`src/sv/lerb_pkg.sv`:
```
`default_nettype none
package lerb_pkg;
    localparam int NodeSlots = 64;
    localparam int RegSlots = 16;
    localparam int CycleSlots = 256;
    localparam int NodeW = 6;
    localparam int CntW = 7;
    localparam int RegW = 4;
    localparam int RegCntW = 5;

    typedef enum logic [1:0] {
        OP_CLEAR = 2'd0,
        OP_NODE  = 2'd1,
        OP_EDGE  = 2'd2,
        OP_RUN   = 2'd3
    } op_t;

    typedef enum logic [1:0] {
        ST_OK      = 2'd0,
        ST_EMPTY   = 2'd1,
        ST_NO_REGS = 2'd2
    } status_t;

    typedef enum logic [3:0] {
        S_IDLE, S_EDGE_RD, S_EDGE_WR, S_SORT_INIT, S_SORT_RD, S_SORT_KEY, S_SORT_CMP,
        S_BIND_RD, S_BIND_NODE, S_BIND_CHK, S_BIND_MARK, S_EMIT_RD, S_EMIT
    } state_t;

    // controller -> datapath commands
    typedef struct packed {
        logic load_in;
        logic clear;
        logic add_node;
        logic edge_rd;
        logic edge_wr;
        logic walk_init;
        logic sort_init;
        logic sort_rd;
        logic sort_key;
        logic sort_cmp;
        logic bind_rd;
        logic bind_node;
        logic bind_chk;
        logic bind_mark;
        logic emit_rd;
        logic emit_adv;
    } cmd_t;

    // datapath -> controller status
    typedef struct packed {
        logic [1:0] op;
        logic       empty;
        logic       sort_done;
        logic       init_done;
        logic       bind_done;
        logic       skip_node;
        logic       reg_found;
        logic       chk_done;
        logic       emit_last;
        logic       no_regs;
    } stat_t;
endpackage
`default_nettype wire

```
`src/sv/lerb_ctrl.sv`:
```
`default_nettype none
module lerb_ctrl (
    input  wire logic           aclk,
    input  wire logic           aresetn,
    input  wire logic           s_valid,
    output logic                s_ready,
    output logic                m_valid,
    input  wire logic           m_ready,
    output logic                m_last,
    output lerb_pkg::cmd_t      cmd,
    input  wire lerb_pkg::stat_t stat
);
    import lerb_pkg::*;

    state_t state_reg, state_next;

    always_ff @(posedge aclk) begin
        if (!aresetn) state_reg <= S_IDLE;
        else          state_reg <= state_next;
    end

    logic busy_reg, busy_next;
    always_ff @(posedge aclk) begin
        if (!aresetn) busy_reg <= 1'b0;
        else          busy_reg <= busy_next;
    end

    always_comb begin
        state_next = state_reg;
        busy_next  = busy_reg;
        cmd     = '0;
        s_ready = 1'b0;
        m_valid = 1'b0;
        m_last  = 1'b0;
        case (state_reg)
            S_IDLE: begin
                if (busy_reg) begin
                    busy_next = 1'b0;
                    case (stat.op)
                        OP_CLEAR: cmd.clear = 1'b1;
                        OP_NODE:  cmd.add_node = 1'b1;
                        OP_EDGE:  state_next = S_EDGE_RD;
                        OP_RUN: begin
                            if (stat.empty) state_next = S_EMIT;
                            else begin
                                cmd.walk_init = 1'b1;
                                state_next = S_SORT_INIT;
                            end
                        end
                        default: ;
                    endcase
                end else begin
                    s_ready = 1'b1;
                    if (s_valid) begin
                        cmd.load_in = 1'b1;
                        busy_next = 1'b1;
                    end
                end
            end
            S_EDGE_RD: begin
                cmd.edge_rd = 1'b1;
                state_next = S_EDGE_WR;
            end
            S_EDGE_WR: begin
                cmd.edge_wr = 1'b1;
                state_next = S_IDLE;
            end
            S_SORT_INIT: begin
                cmd.sort_init = 1'b1;
                if (stat.init_done) state_next = S_SORT_RD;
            end
            S_SORT_RD: begin
                if (stat.sort_done) begin
                    cmd.walk_init = 1'b1;
                    state_next = S_BIND_RD;
                end else begin
                    cmd.sort_rd = 1'b1;
                    state_next = S_SORT_KEY;
                end
            end
            S_SORT_KEY: begin
                cmd.sort_key = 1'b1;
                state_next = S_SORT_CMP;
            end
            S_SORT_CMP: begin
                cmd.sort_cmp = 1'b1;
                state_next = S_SORT_RD;
            end
            S_BIND_RD: begin
                if (stat.bind_done) begin
                    cmd.walk_init = 1'b1;
                    state_next = stat.no_regs ? S_EMIT : S_EMIT_RD;
                end else begin
                    cmd.bind_rd = 1'b1;
                    state_next = S_BIND_NODE;
                end
            end
            S_BIND_NODE: begin
                cmd.bind_node = 1'b1;
                state_next = S_BIND_CHK;
            end
            S_BIND_CHK: begin
                if (stat.skip_node) begin
                    cmd.bind_chk = 1'b1;
                    state_next = S_BIND_RD;
                end else if (stat.reg_found) state_next = S_BIND_MARK;
                else begin
                    cmd.bind_chk = 1'b1;
                    if (stat.chk_done) state_next = S_BIND_RD;
                end
            end
            S_BIND_MARK: begin
                cmd.bind_mark = 1'b1;
                state_next = S_BIND_RD;
            end
            S_EMIT_RD: begin
                cmd.emit_rd = 1'b1;
                state_next = S_EMIT;
            end
            S_EMIT: begin
                m_valid = 1'b1;
                m_last  = stat.empty || stat.no_regs || stat.emit_last;
                if (m_ready) begin
                    if (m_last) state_next = S_IDLE;
                    else begin
                        cmd.emit_adv = 1'b1;
                        state_next = S_EMIT_RD;
                    end
                end
            end
            default: state_next = S_IDLE;
        endcase
    end
endmodule
`default_nettype wire

```
`config.mk`:
```
export PLATFORM = sky130hd
export DESIGN_NAME = lerb_ctrl
export DESIGN_NICKNAME = d
export VERILOG_FILES = /design/src/sv/lerb_pkg.sv /design/src/sv/lerb_ctrl.sv
export SDC_FILE = /design/constraint.sdc
export NUM_CORES = 1
export LEC_CHECK = 0
export ABC_CLOCK_PERIOD_IN_PS = 1910
export BUFFER_PORTS_ARGS = -buffer_cell sky130_fd_sc_hd__buf_4
export CORE_MARGIN = 10
export CORE_UTILIZATION = 44
export DETAILED_ROUTE_END_ITERATION = 12
export HOLD_SLACK_MARGIN = 0.03
export PLACE_DENSITY = 0.89
export SLEW_MARGIN = 20
export SYNTH_ARGS = -nofsm -noshare
export SYNTH_HDL_FRONTEND = slang
export SYNTH_SLANG_ARGS = --single-unit
```
`constraint.sdc`:
```
create_clock -name aclk -period 1.91 [get_ports aclk]
set_input_delay 0.191 -clock aclk [delete_from_list [all_inputs] [get_ports aclk]]
set_output_delay 0.191 -clock aclk [all_outputs]
set_load 0.01 [all_outputs]
```
; After elaboration in Yosys (flattened, before gate mapping)
; Index checks and enable logic that the tools add are counted.
[totals]
regBits = 5
inputBits = 15
out_inout_bits = 19
word_cells = 74
[classes]
n_eq_ne = 20
muxes = 47
reduce_logical = 5
[op_table]
columns = op, count
row1 = $pmux 4 s12, 1
row2 = $mux 4, 8
row3 = $mux 1, 31
row4 = $eq 4x4->1 const B, 5
row5 = $eq 4x3->1 const B, 4
row6 = $mux 3, 3
row7 = $eq 4x2->1 const B, 2
row8 = $pmux 4 s2, 1
row9 = $ne 2x2->1 const B, 3
row10 = $reduce_and 5->1, 1
row11 = $eq 2x2->1 const B, 2
row12 = $eq 4x1->1 const B, 1
row13 = $logic_not 4->1, 1
row14 = $mux 2, 2
row15 = $ne 4x4->1 const B, 1
row16 = $ne 3x1->1 const B, 1
row17 = $pmux 1 s3, 1
row18 = $eq 2x1->1 const B, 1
row19 = $logic_not 2->1, 1
row20 = $logic_or 1x1->1, 2

; Depth between registers and ports, before layout
; Gate-level depths: netlist (run 1).
[depth]
depth_word = 5
depth_mapped = 6
ltp_nobuf = 4

; Worst setup path after synthesis (run 1)
; No wires, ideal clock.
[synth_timing]
kind = reg2out
from = register state_reg[1]
to = output port cmd[10] in the netlist's numbering
arrival_time_ns = 1.456
required_time_ns = 1.719
setup_slack_ns = 0.263
stages_incl_launch_ff = 6
path_buffers = 1
cell_sequence = dfxtp_1 buf_2 or2_2 nor3_1 nand2_1 o32ai_1
[synth_lines]
columns = element, line_no
row1 = from (decl), lerb_ctrl.sv:15  ; state_t state_reg, state_next;
row2 = from (signal assigned), lerb_ctrl.sv:19  ; else state_reg <= state_next;
row3 = to (decl), lerb_ctrl.sv:10  ; output lerb_pkg::cmd_t cmd,

==> results.toml, run 1 <==
[outcome]
status = "finished clean"

[final_layout]
multiInputGateArea_um2 = 519
antenna_cells = 0
seq_area_um2 = 101
largest_reg_flops = 4
drive_gt1_share_pct = 33.1
fin_util_pct = 65.7
fill_cells = 127
nets = 152
synthToLayoutAreaGrowth_pct = 44.8

[clock_network]
clk_pin_slew_worst_paths_ns = 0.05
cts-root-buf = "clkbuf_4"
cts_tree = "yes"
clockBufferDepth = 2
clkSinkCount = 5
numCtsBuffers = 3
htree_levels = 1
postCtsHoldBufs = 0
worstSkewPairLatency_ns = 0.24
post_cts_buffers = 0
postCtsResizedCells = 0

[worst_setup_path]
ff2ff_setup_slack_ns = 0.29
critPathLaunchType = "flop"
worst_ep_required_time_ns = 1.72
path_max_fanout = 9
cp-end-kind = "output port"
reg2reg_depth = 4
cp.arrival_ns = 1.61
critical_path_class = "reg2out"

[placed_design]
globalplace.congestion = 0.911
place.port_buffers = 33
pre_cts_ws_ns = 0.293
place_hpwl_um = 1930

[die]
coreArea_um2 = 1470
fp.dieH_um = 59.0
die_area_um2 = 3480
ios = 34
die_w_um = 59.0
placement_rows = 14
start_util_pct = 45.4

[routing]
wl_met2_um = 1190
drt_iter0_drc = 43
drc_errors = 0
wl_met3_um = 231
wl_met1_um = 948
drt-total-wl_um = 2390
vias = 918
viasPerCell = 6.04
routed.top_layer = "met4"
wl_per_cell_um = 15.7
drtAntennaViolNets = 0
drt_first_pass_iters = 4

[logic_synthesis]
avgSynthCellArea_um2 = 6.49
synthTopCellsByCount = "nor2_1 (14), nand2_1 (10), nor3_1 (8)"
ys_async_sr_fraction_pct = 0
ys_types = 39
yosys_warnings = 0
synth_top_area_share_pct = 15.0
synthTopCellsByArea = "dfxtp_1 (15%), nor2_1 (7.9%), nand4bb_1 (6.7%), nor3_1 (6.0%), nand2_1 (5.6%)"
ys_seq_area_share_pct = 15.0
synth_edf_count = 0
syn-num-nets = 118
synth.most_common_cell = "nor2_1"
synth_area_um2 = 668
synth_flop_cell = "dfxtp_1"
syn_inst = 103
ys_ff_latch = 5
yosysTopAreaCell = "dfxtp_1"

[timing]
rsz0062_at_grt = "false"
max_freq_ghz = 0.555
worst_pin_slew_ns = 0.339
postLayoutSetupSlackWorst_ns = 0.107
fin_crit_sh_pct = 94.4
period_needed_ns = 1.80
relSlewSlack_pct = 77.4
setup_violations = 0
drv_slew = 0
skew_ns = 0.00608
fin_tns_setup_ns = 0
hold_violations = 0

[power]
swShare_pct = 35.2
vdd_drop_max_uv = 263
p_switching_mw = 0.156
power.leakage_nw = 0.435
combPwrFrac_pct = 43.9
seqPwrFrac_pct = 28.3
cellPowerDensity_nw_per_um2 = 457
p_clk_share_pct = 27.8
p_int_mw = 0.286

[job]
drv_cap = 0

[global_route]
grt-ovfl-total = 0
grt_pass1_vias = 870
grt_max_degree = 21
grt_antenna_before_repair = 0
grt_use_total_pct = 14.0
grt_pass1_wl_um = 4000

[hold_path]
holdPathStages = 3
hold_path.class = "in2reg"
cells in the final DEF, fill, tap and decap left out, types with 2 or more instances in the layout:
master and count:
a21oi_1 5, o31ai_1 2, inv_1 6, nor3b_1 2, nor3_1 8, or3_1 2
or4_1 2, nand3_1 2, dfxtp_1 4, o21ai_0 4, o21bai_1 2, nand2_1 10
nand4bb_1 4, a31oi_1 3, clkbuf_4 3, nand2b_1 5, nor2_1 14, buf_4 37
stage by stage:
stage	area (um^2)	std cells	power, mW	hold slack (ns)
floorplan	668	103	0.231	0.310
global placement	930	148	0.309	0.461
detailed placement	930	148	0.314	0.466
CTS	956	152	0.437	0.216
global route	967	152	0.470	0.216
finish	967	152	0.442	0.218
layer usage:
metal / vias up / GRT usage (%)
li1: 446 / -
met4: 0 / 3.93
met2: 55 / 24.0
met1: 413 / 16.2
met3: 4 / 4.30
met5: - / 0
worst paths after layout:
kind | from | end
worst max register to register | state_reg[1] | state_reg[3]
worst min-delay path | aresetn | state_reg[0]
worst min register to register | busy_reg | busy_reg
worst max-delay path | state_reg[1] | cmd[15]
power groups by stage:
stage	combinational (mW)	sequential (mW)	clock, mW
finish	0.194	0.125	0.123
global route	0.214	0.127	0.129
CTS	0.189	0.124	0.123
detailed placement	0.188	0.126	0
global placement	0.183	0.126	0
floorplan	0.112	0.119	0
worst max-delay path, cell delays in order, from the launching register on:
cell and delay [ns]:
dfxtp_1 0.37, or4_1 0.58, nor2_1 0.15, nand2_1 0.08, inv_1 0.06, buf_4 0.12
cells by family after synthesis:
| group | Yosys count | synth area share, % |
|---|---|---|
| simple gates | 56 | 46.8 |
| buf+inv | 14 | 8.80 |
| compound gates | 27 | 28.1 |
| flops | 5 | 15.0 |
| xor+xnor | 1 | 1.31 |
layout make-up:
type	count	area share, %
clock buffers	4	2.72
repair buffers	37	28.7
inverters	6	2.33
well taps	16	2.07
multi-input cells	84	53.7
flip-flops and latches	5	10.5
Note: power is estimated with default switching activity, not from simulation.
==> run 2, diff against run 1 <==
--- a/config.mk
+++ b/config.mk
@@ -5,13 +5,14 @@
 export SDC_FILE = /design/constraint.sdc
 export NUM_CORES = 1
 export LEC_CHECK = 0
+export ABC_AREA = 1
 export ABC_CLOCK_PERIOD_IN_PS = 1910
 export BUFFER_PORTS_ARGS = -buffer_cell sky130_fd_sc_hd__buf_4
 export CORE_MARGIN = 10
-export CORE_UTILIZATION = 44
+export CORE_UTILIZATION = 43
 export DETAILED_ROUTE_END_ITERATION = 12
 export HOLD_SLACK_MARGIN = 0.03
-export PLACE_DENSITY = 0.89
+export PLACE_DENSITY = 0.88
 export SLEW_MARGIN = 20
 export SYNTH_ARGS = -nofsm -noshare
 export SYNTH_HDL_FRONTEND = slang
==> results.toml, run 2 <==
[clock_network]
post_cts_buffers = 0
worstSkewPairLatency_ns = 0.24
numCtsBuffers = 3
clk_pin_slew_worst_paths_ns = 0.04
postCtsResizedCells = 0
htree_levels = 1
clkSinkCount = 5
cts_tree = "yes"
postCtsHoldBufs = 0
cts-root-buf = "clkbuf_4"
clockBufferDepth = 2

[logic_synthesis]
synth_top_area_share_pct = 17.9
ys_ff_latch = 5
yosys_warnings = 0
syn_inst = 122
yosysTopAreaCell = "nand2_1"
synth_flop_cell = "dfxtp_1"
ys_seq_area_share_pct = 15.9
synth_edf_count = 0
synthTopCellsByCount = "nand2_1 (30), nor2_1 (24), inv_1 (20)"
ys_types = 17
ys_async_sr_fraction_pct = 0
avgSynthCellArea_um2 = 5.15
synthTopCellsByArea = "nand2_1 (18%), dfxtp_1 (16%), nor2_1 (14%), inv_1 (12%), nand3_1 (7.2%)"
synth.most_common_cell = "nand2_1"
synth_area_um2 = 628
syn-num-nets = 137

[worst_setup_path]
cp.arrival_ns = 1.39
worst_ep_required_time_ns = 1.72
path_cells = "nor2_4 > nand2_4 > nor2_1 > nand2_1 > nand3b_1 > buf_4"
critPathLaunchType = "flop"
cp-end-kind = "output port"
reg2reg_to = "state_reg[0]"
critical_path_class = "reg2out"
r2r-start = "state_reg[3]"
worst-path-buf-inv = 1
slowest_delay_ns = 0.36
critPathLaunch = "state_reg[1]"
ff2ff_setup_slack_ns = 0.61
cp_top_family = "simple AND/OR/NAND/NOR gates"
critPathSlowestCell = "dfxtp_1"
cp-endpoint = "cmd[10]"
cp_num_cells = 6
reg2reg_depth = 8
path_max_fanout = 7

[timing]
fin_tns_setup_ns = 0
fin_crit_sh_pct = 82.6
skew_ns = 0.000473
whs_ns = 0.236
rsz0062_at_grt = "false"
setup_violations = 0
max_freq_ghz = 0.634
hold_violations = 0
relSlewSlack_pct = 83.3
worst_pin_slew_ns = 0.249
postLayoutSetupSlackWorst_ns = 0.332
drv_slew = 0
period_needed_ns = 1.58

[power]
vdd_drop_max_uv = 519
swShare_pct = 37.6
cellPowerDensity_nw_per_um2 = 480
p_int_mw = 0.276
seqPwrFrac_pct = 28.7
p_clk_share_pct = 27.9
p_switching_mw = 0.166
power.leakage_nw = 0.541
combPwrFrac_pct = 43.4

[placed_design]
place.port_buffers = 33
globalplace.congestion = 0.861
dpl_cell_area_um2 = 895
place_hpwl_um = 1830
pre_cts_ws_ns = 0.615
dp_cells = 170

[final_layout]
largest_reg_flops = 4
antenna_cells = 0
synthToLayoutAreaGrowth_pct = 46.6
fin_cells = 174
final_cell_area_um2 = 921
final_common_cell = "buf_4"
final_cell_mix = "buf_4 (33), nand2_1 (30), nor2_1 (24)"
nets = 175
drive_gt1_share_pct = 36.5

[routing]
drt-total-wl_um = 2070
drtAntennaViolNets = 0
drt_iter0_drc = 16
drc_errors = 0
drt_first_pass_iters = 4
wl_per_cell_um = 11.9
vias = 861
viasPerCell = 4.95

[global_route]
grt_antenna_before_repair = 0
grt_pass1_wl_um = 3620
grt_pass1_vias = 881
grt_use_total_pct = 12.7
grt_max_degree = 8
grt-ovfl-total = 0

[job]
drv_cap = 0

[die]
die_w_um = 58.2
die_area_um2 = 3390
coreArea_um2 = 1330
placement_rows = 13
fp.dieH_um = 58.2
ios = 34
start_util_pct = 47.1

[hold_path]
hold_path.class = "in2reg"

[outcome]
status = "finished clean"
[run 2: stage by stage]
step | util (%) | power (mW)
after global placement | 67.1 | 0.315
after CTS | 69.0 | 0.449
after global routing | 69.0 | 0.483
after detailed placement | 67.1 | 0.321
final | 69.0 | 0.442
after floorplan | - | 0.242
[run 2: kinds of logic (layout without fill, tap and decap cells)]
group                  after synthesis  after routing  synth area share, %
AO/OA/AOI/OAI                        7              7                 5.98
buffers and inverters               26             63                 15.5
flip-flops                           5              5                 15.9
AND/OR/NAND/NOR                     84             84                 62.6
[run 2: tightest hold or removal path: stages]
cell and delay [ns]:
buf_4 0.11, nand2_1 0.07, a21oi_1 0.06
[run 2: layout make-up]
cell class | instances | area, um^2
repair buffers | 33 | 248
clock buffers | 4 | 26.3
fillers | 112 | 413
well taps | 15 | 18.8
flip-flops and latches | 5 | 100
inverters | 26 | 97.6
multi-input cells | 91 | 430
[run 2: how the worst min path moves through the flow]
stage,to,startpoint,cells after the start
floorplan,busy_reg,s_valid,2
global placement,busy_reg,s_valid,3
detailed placement,state_reg[1],aresetn,3
CTS,busy_reg,s_valid,3
global route,busy_reg,s_valid,3
finish,busy_reg,s_valid,3
[run 2: per-layer routing]
layer | up-vias | GRT usage [%] | wire length (um)
li1 | 443 | - | -
met4 | 0 | 2.68 | 0
met2 | 36 | 23.3 | 1050
met5 | - | 0 | 0
met3 | 0 | 5.66 | 197
met1 | 382 | 12.9 | 821
[run 2: power by group through the flow]
stage	combinational [mW]	sequential, mW	clock, mW
floorplan	0.116	0.126	0
global placement	0.187	0.128	0
detailed placement	0.192	0.129	0
CTS	0.193	0.127	0.129
global route	0.216	0.128	0.138
finish	0.192	0.127	0.123
==> run 3, diff against run 2 <==
--- a/config.mk
+++ b/config.mk
@@ -6,13 +6,13 @@
 export NUM_CORES = 1
 export LEC_CHECK = 0
 export ABC_AREA = 1
-export ABC_CLOCK_PERIOD_IN_PS = 1910
+export ABC_CLOCK_PERIOD_IN_PS = 1350
 export BUFFER_PORTS_ARGS = -buffer_cell sky130_fd_sc_hd__buf_4
 export CORE_MARGIN = 10
-export CORE_UTILIZATION = 43
+export CORE_UTILIZATION = 39
 export DETAILED_ROUTE_END_ITERATION = 12
 export HOLD_SLACK_MARGIN = 0.03
-export PLACE_DENSITY = 0.88
+export PLACE_DENSITY = 0.85
 export SLEW_MARGIN = 20
 export SYNTH_ARGS = -nofsm -noshare
 export SYNTH_HDL_FRONTEND = slang
==> constraint.sdc (replaced) <==
create_clock -name aclk -period 1.35 [get_ports aclk]
set_input_delay 0.135 -clock aclk [delete_from_list [all_inputs] [get_ports aclk]]
set_output_delay 0.135 -clock aclk [all_outputs]
set_load 0.01 [all_outputs]
==> results.toml, run 3 (synthesis gave the netlist of run 2 again) <==
[outcome]
status = "complete, but fails checks"
violations = "setup timing"

[placed_design]
pre_cts_ws_ns = 0.121
place.port_buffers = 33
dp_cells = 171
place_hpwl_um = 1690
globalplace.congestion = 0.836

[final_layout]
drive_gt1_share_pct = 44.2
final_common_cell = "buf_4"
fin_util_pct = 66.2
largest_reg_flops = 4
antenna_cells = 0
fin_cells = 179
fill_cells = 138
seq_area_um2 = 111
multiInputGateArea_um2 = 464
nets = 179
synthToLayoutAreaGrowth_pct = 58.8
final_cell_mix = "buf_4 (37), nand2_1 (29), nor2_1 (22)"

[routing]
drtAntennaViolNets = 0
drt-total-wl_um = 2130
viasPerCell = 4.97
vias = 889
drc_errors = 0
drt_iter0_drc = 34
drt_first_pass_iters = 4
wl_per_cell_um = 11.9

[worst_setup_path]
cp-endpoint = "cmd[13]"
critPathLaunch = "state_reg[2]"
ff2ff_setup_slack_ns = 0
worst_ep_required_time_ns = 1.22
cp-end-kind = "output port"
critical_path_class = "reg2out"
reg2reg_depth = 8
critPathLaunchType = "flop"
r2r-start = "state_reg[2]"
reg2reg_to = "state_reg[2]"
cp.arrival_ns = 1.27
path_max_fanout = 6

[global_route]
grt_pass1_vias = 849
grt-ovfl-total = 0
grt_use_total_pct = 11.1
grt_pass1_wl_um = 3280
grt_antenna_before_repair = 0
grt_max_degree = 7

[die]
coreArea_um2 = 1510
die_area_um2 = 3620
die_w_um = 60.1
ios = 34
fp.dieH_um = 60.1
start_util_pct = 41.7
placement_rows = 14

[timing]
max_freq_ghz = 0.712
rsz0062_at_grt = "true"
worst_pin_slew_ns = 0.198
hold_violations = 0
relSlewSlack_pct = 86.8
postLayoutSetupSlackWorst_ns = -0.0541
period_needed_ns = 1.40
fin_tns_setup_ns = -0.134
fin_crit_sh_pct = 104
setup_violations = 4
skew_ns = 0.00742
drv_slew = 0

[clock_network]
worstSkewPairLatency_ns = 0.25
clk_pin_slew_worst_paths_ns = 0.04
numCtsBuffers = 3
postCtsHoldBufs = 0
clkSinkCount = 5
htree_levels = 1
cts-root-buf = "clkbuf_4"
cts_tree = "yes"
clockBufferDepth = 2

[power]
power_mw = 0.694
vdd_drop_max_uv = 661
power.leakage_nw = 0.570
cellPowerDensity_nw_per_um2 = 696

[job]
drv_cap = 0

[hold_path]
hold_path.class = "in2reg"
run 3: changes by cell type in the layout (fill, tap and decap cells not counted), sizes merged:
cell  before  now
buf       33   37
run 3: where the power goes:
group          internal [mW]  leakage (nW)  total (mW)  switching [mW]
combinational          0.157         0.512       0.331           0.174
clock                  0.112        0.0150       0.179          0.0667
sequential             0.160        0.0435       0.184          0.0234
run 3: area by class of cell:
cell class	instances	area share (%)
Clock buffer	4	2.63
Inverter	26	9.79
Multi-Input combinational cell	91	46.5
Sequential cell	5	11.2
Tap cell	16	2.01
Timing Repair Buffer	37	27.9
run 3: worst max-delay path, stage by stage (launching register included):
cell,delay [ns]
dfxtp_4,0.36
nor2_4,0.16
nand2_4,0.11
inv_2,0.07
nand2_1,0.05
nor3_1,0.13
buf_4,0.15
run 3: repair_timing:
item,4_1_cts,5_1_grt
pin swaps,2,4
setup buffers,2,2
endpoints found under the setup margin,11,15
hold endpoints to repair,0,0
resized for setup,8,7
run 3: how the worst min path moves through the flow:
| stage | start | end | slack [ns] | cells past startpoint |
|---|---|---|---|---|
| finish | s_valid | busy_reg | 0.18 | 3 |
| global route | s_valid | busy_reg | 0.18 | 3 |
| CTS | aresetn | state_reg[3] | 0.18 | 3 |
| detailed placement | aresetn | state_reg[3] | 0.43 | 3 |
| global placement | aresetn | state_reg[0] | 0.42 | 3 |
| floorplan | s_valid | busy_reg | 0.30 | 2 |
run 3: per-layer routing:
layer	routed length [um]	track usage (%)	vias to the layer above
met5	0	0	-
met4	0	2.24	0
met3	209	5.51	0
met2	1130	20.4	33
met1	784	10.8	404
li1	-	-	452
run 3: through the flow:
step,area (um^2),hold slack [ns]
after floorplan,628,0.300
after global placement,896,0.419
after global routing,997,0.179
final,997,0.178
after detailed placement,896,0.433
after CTS,955,0.177
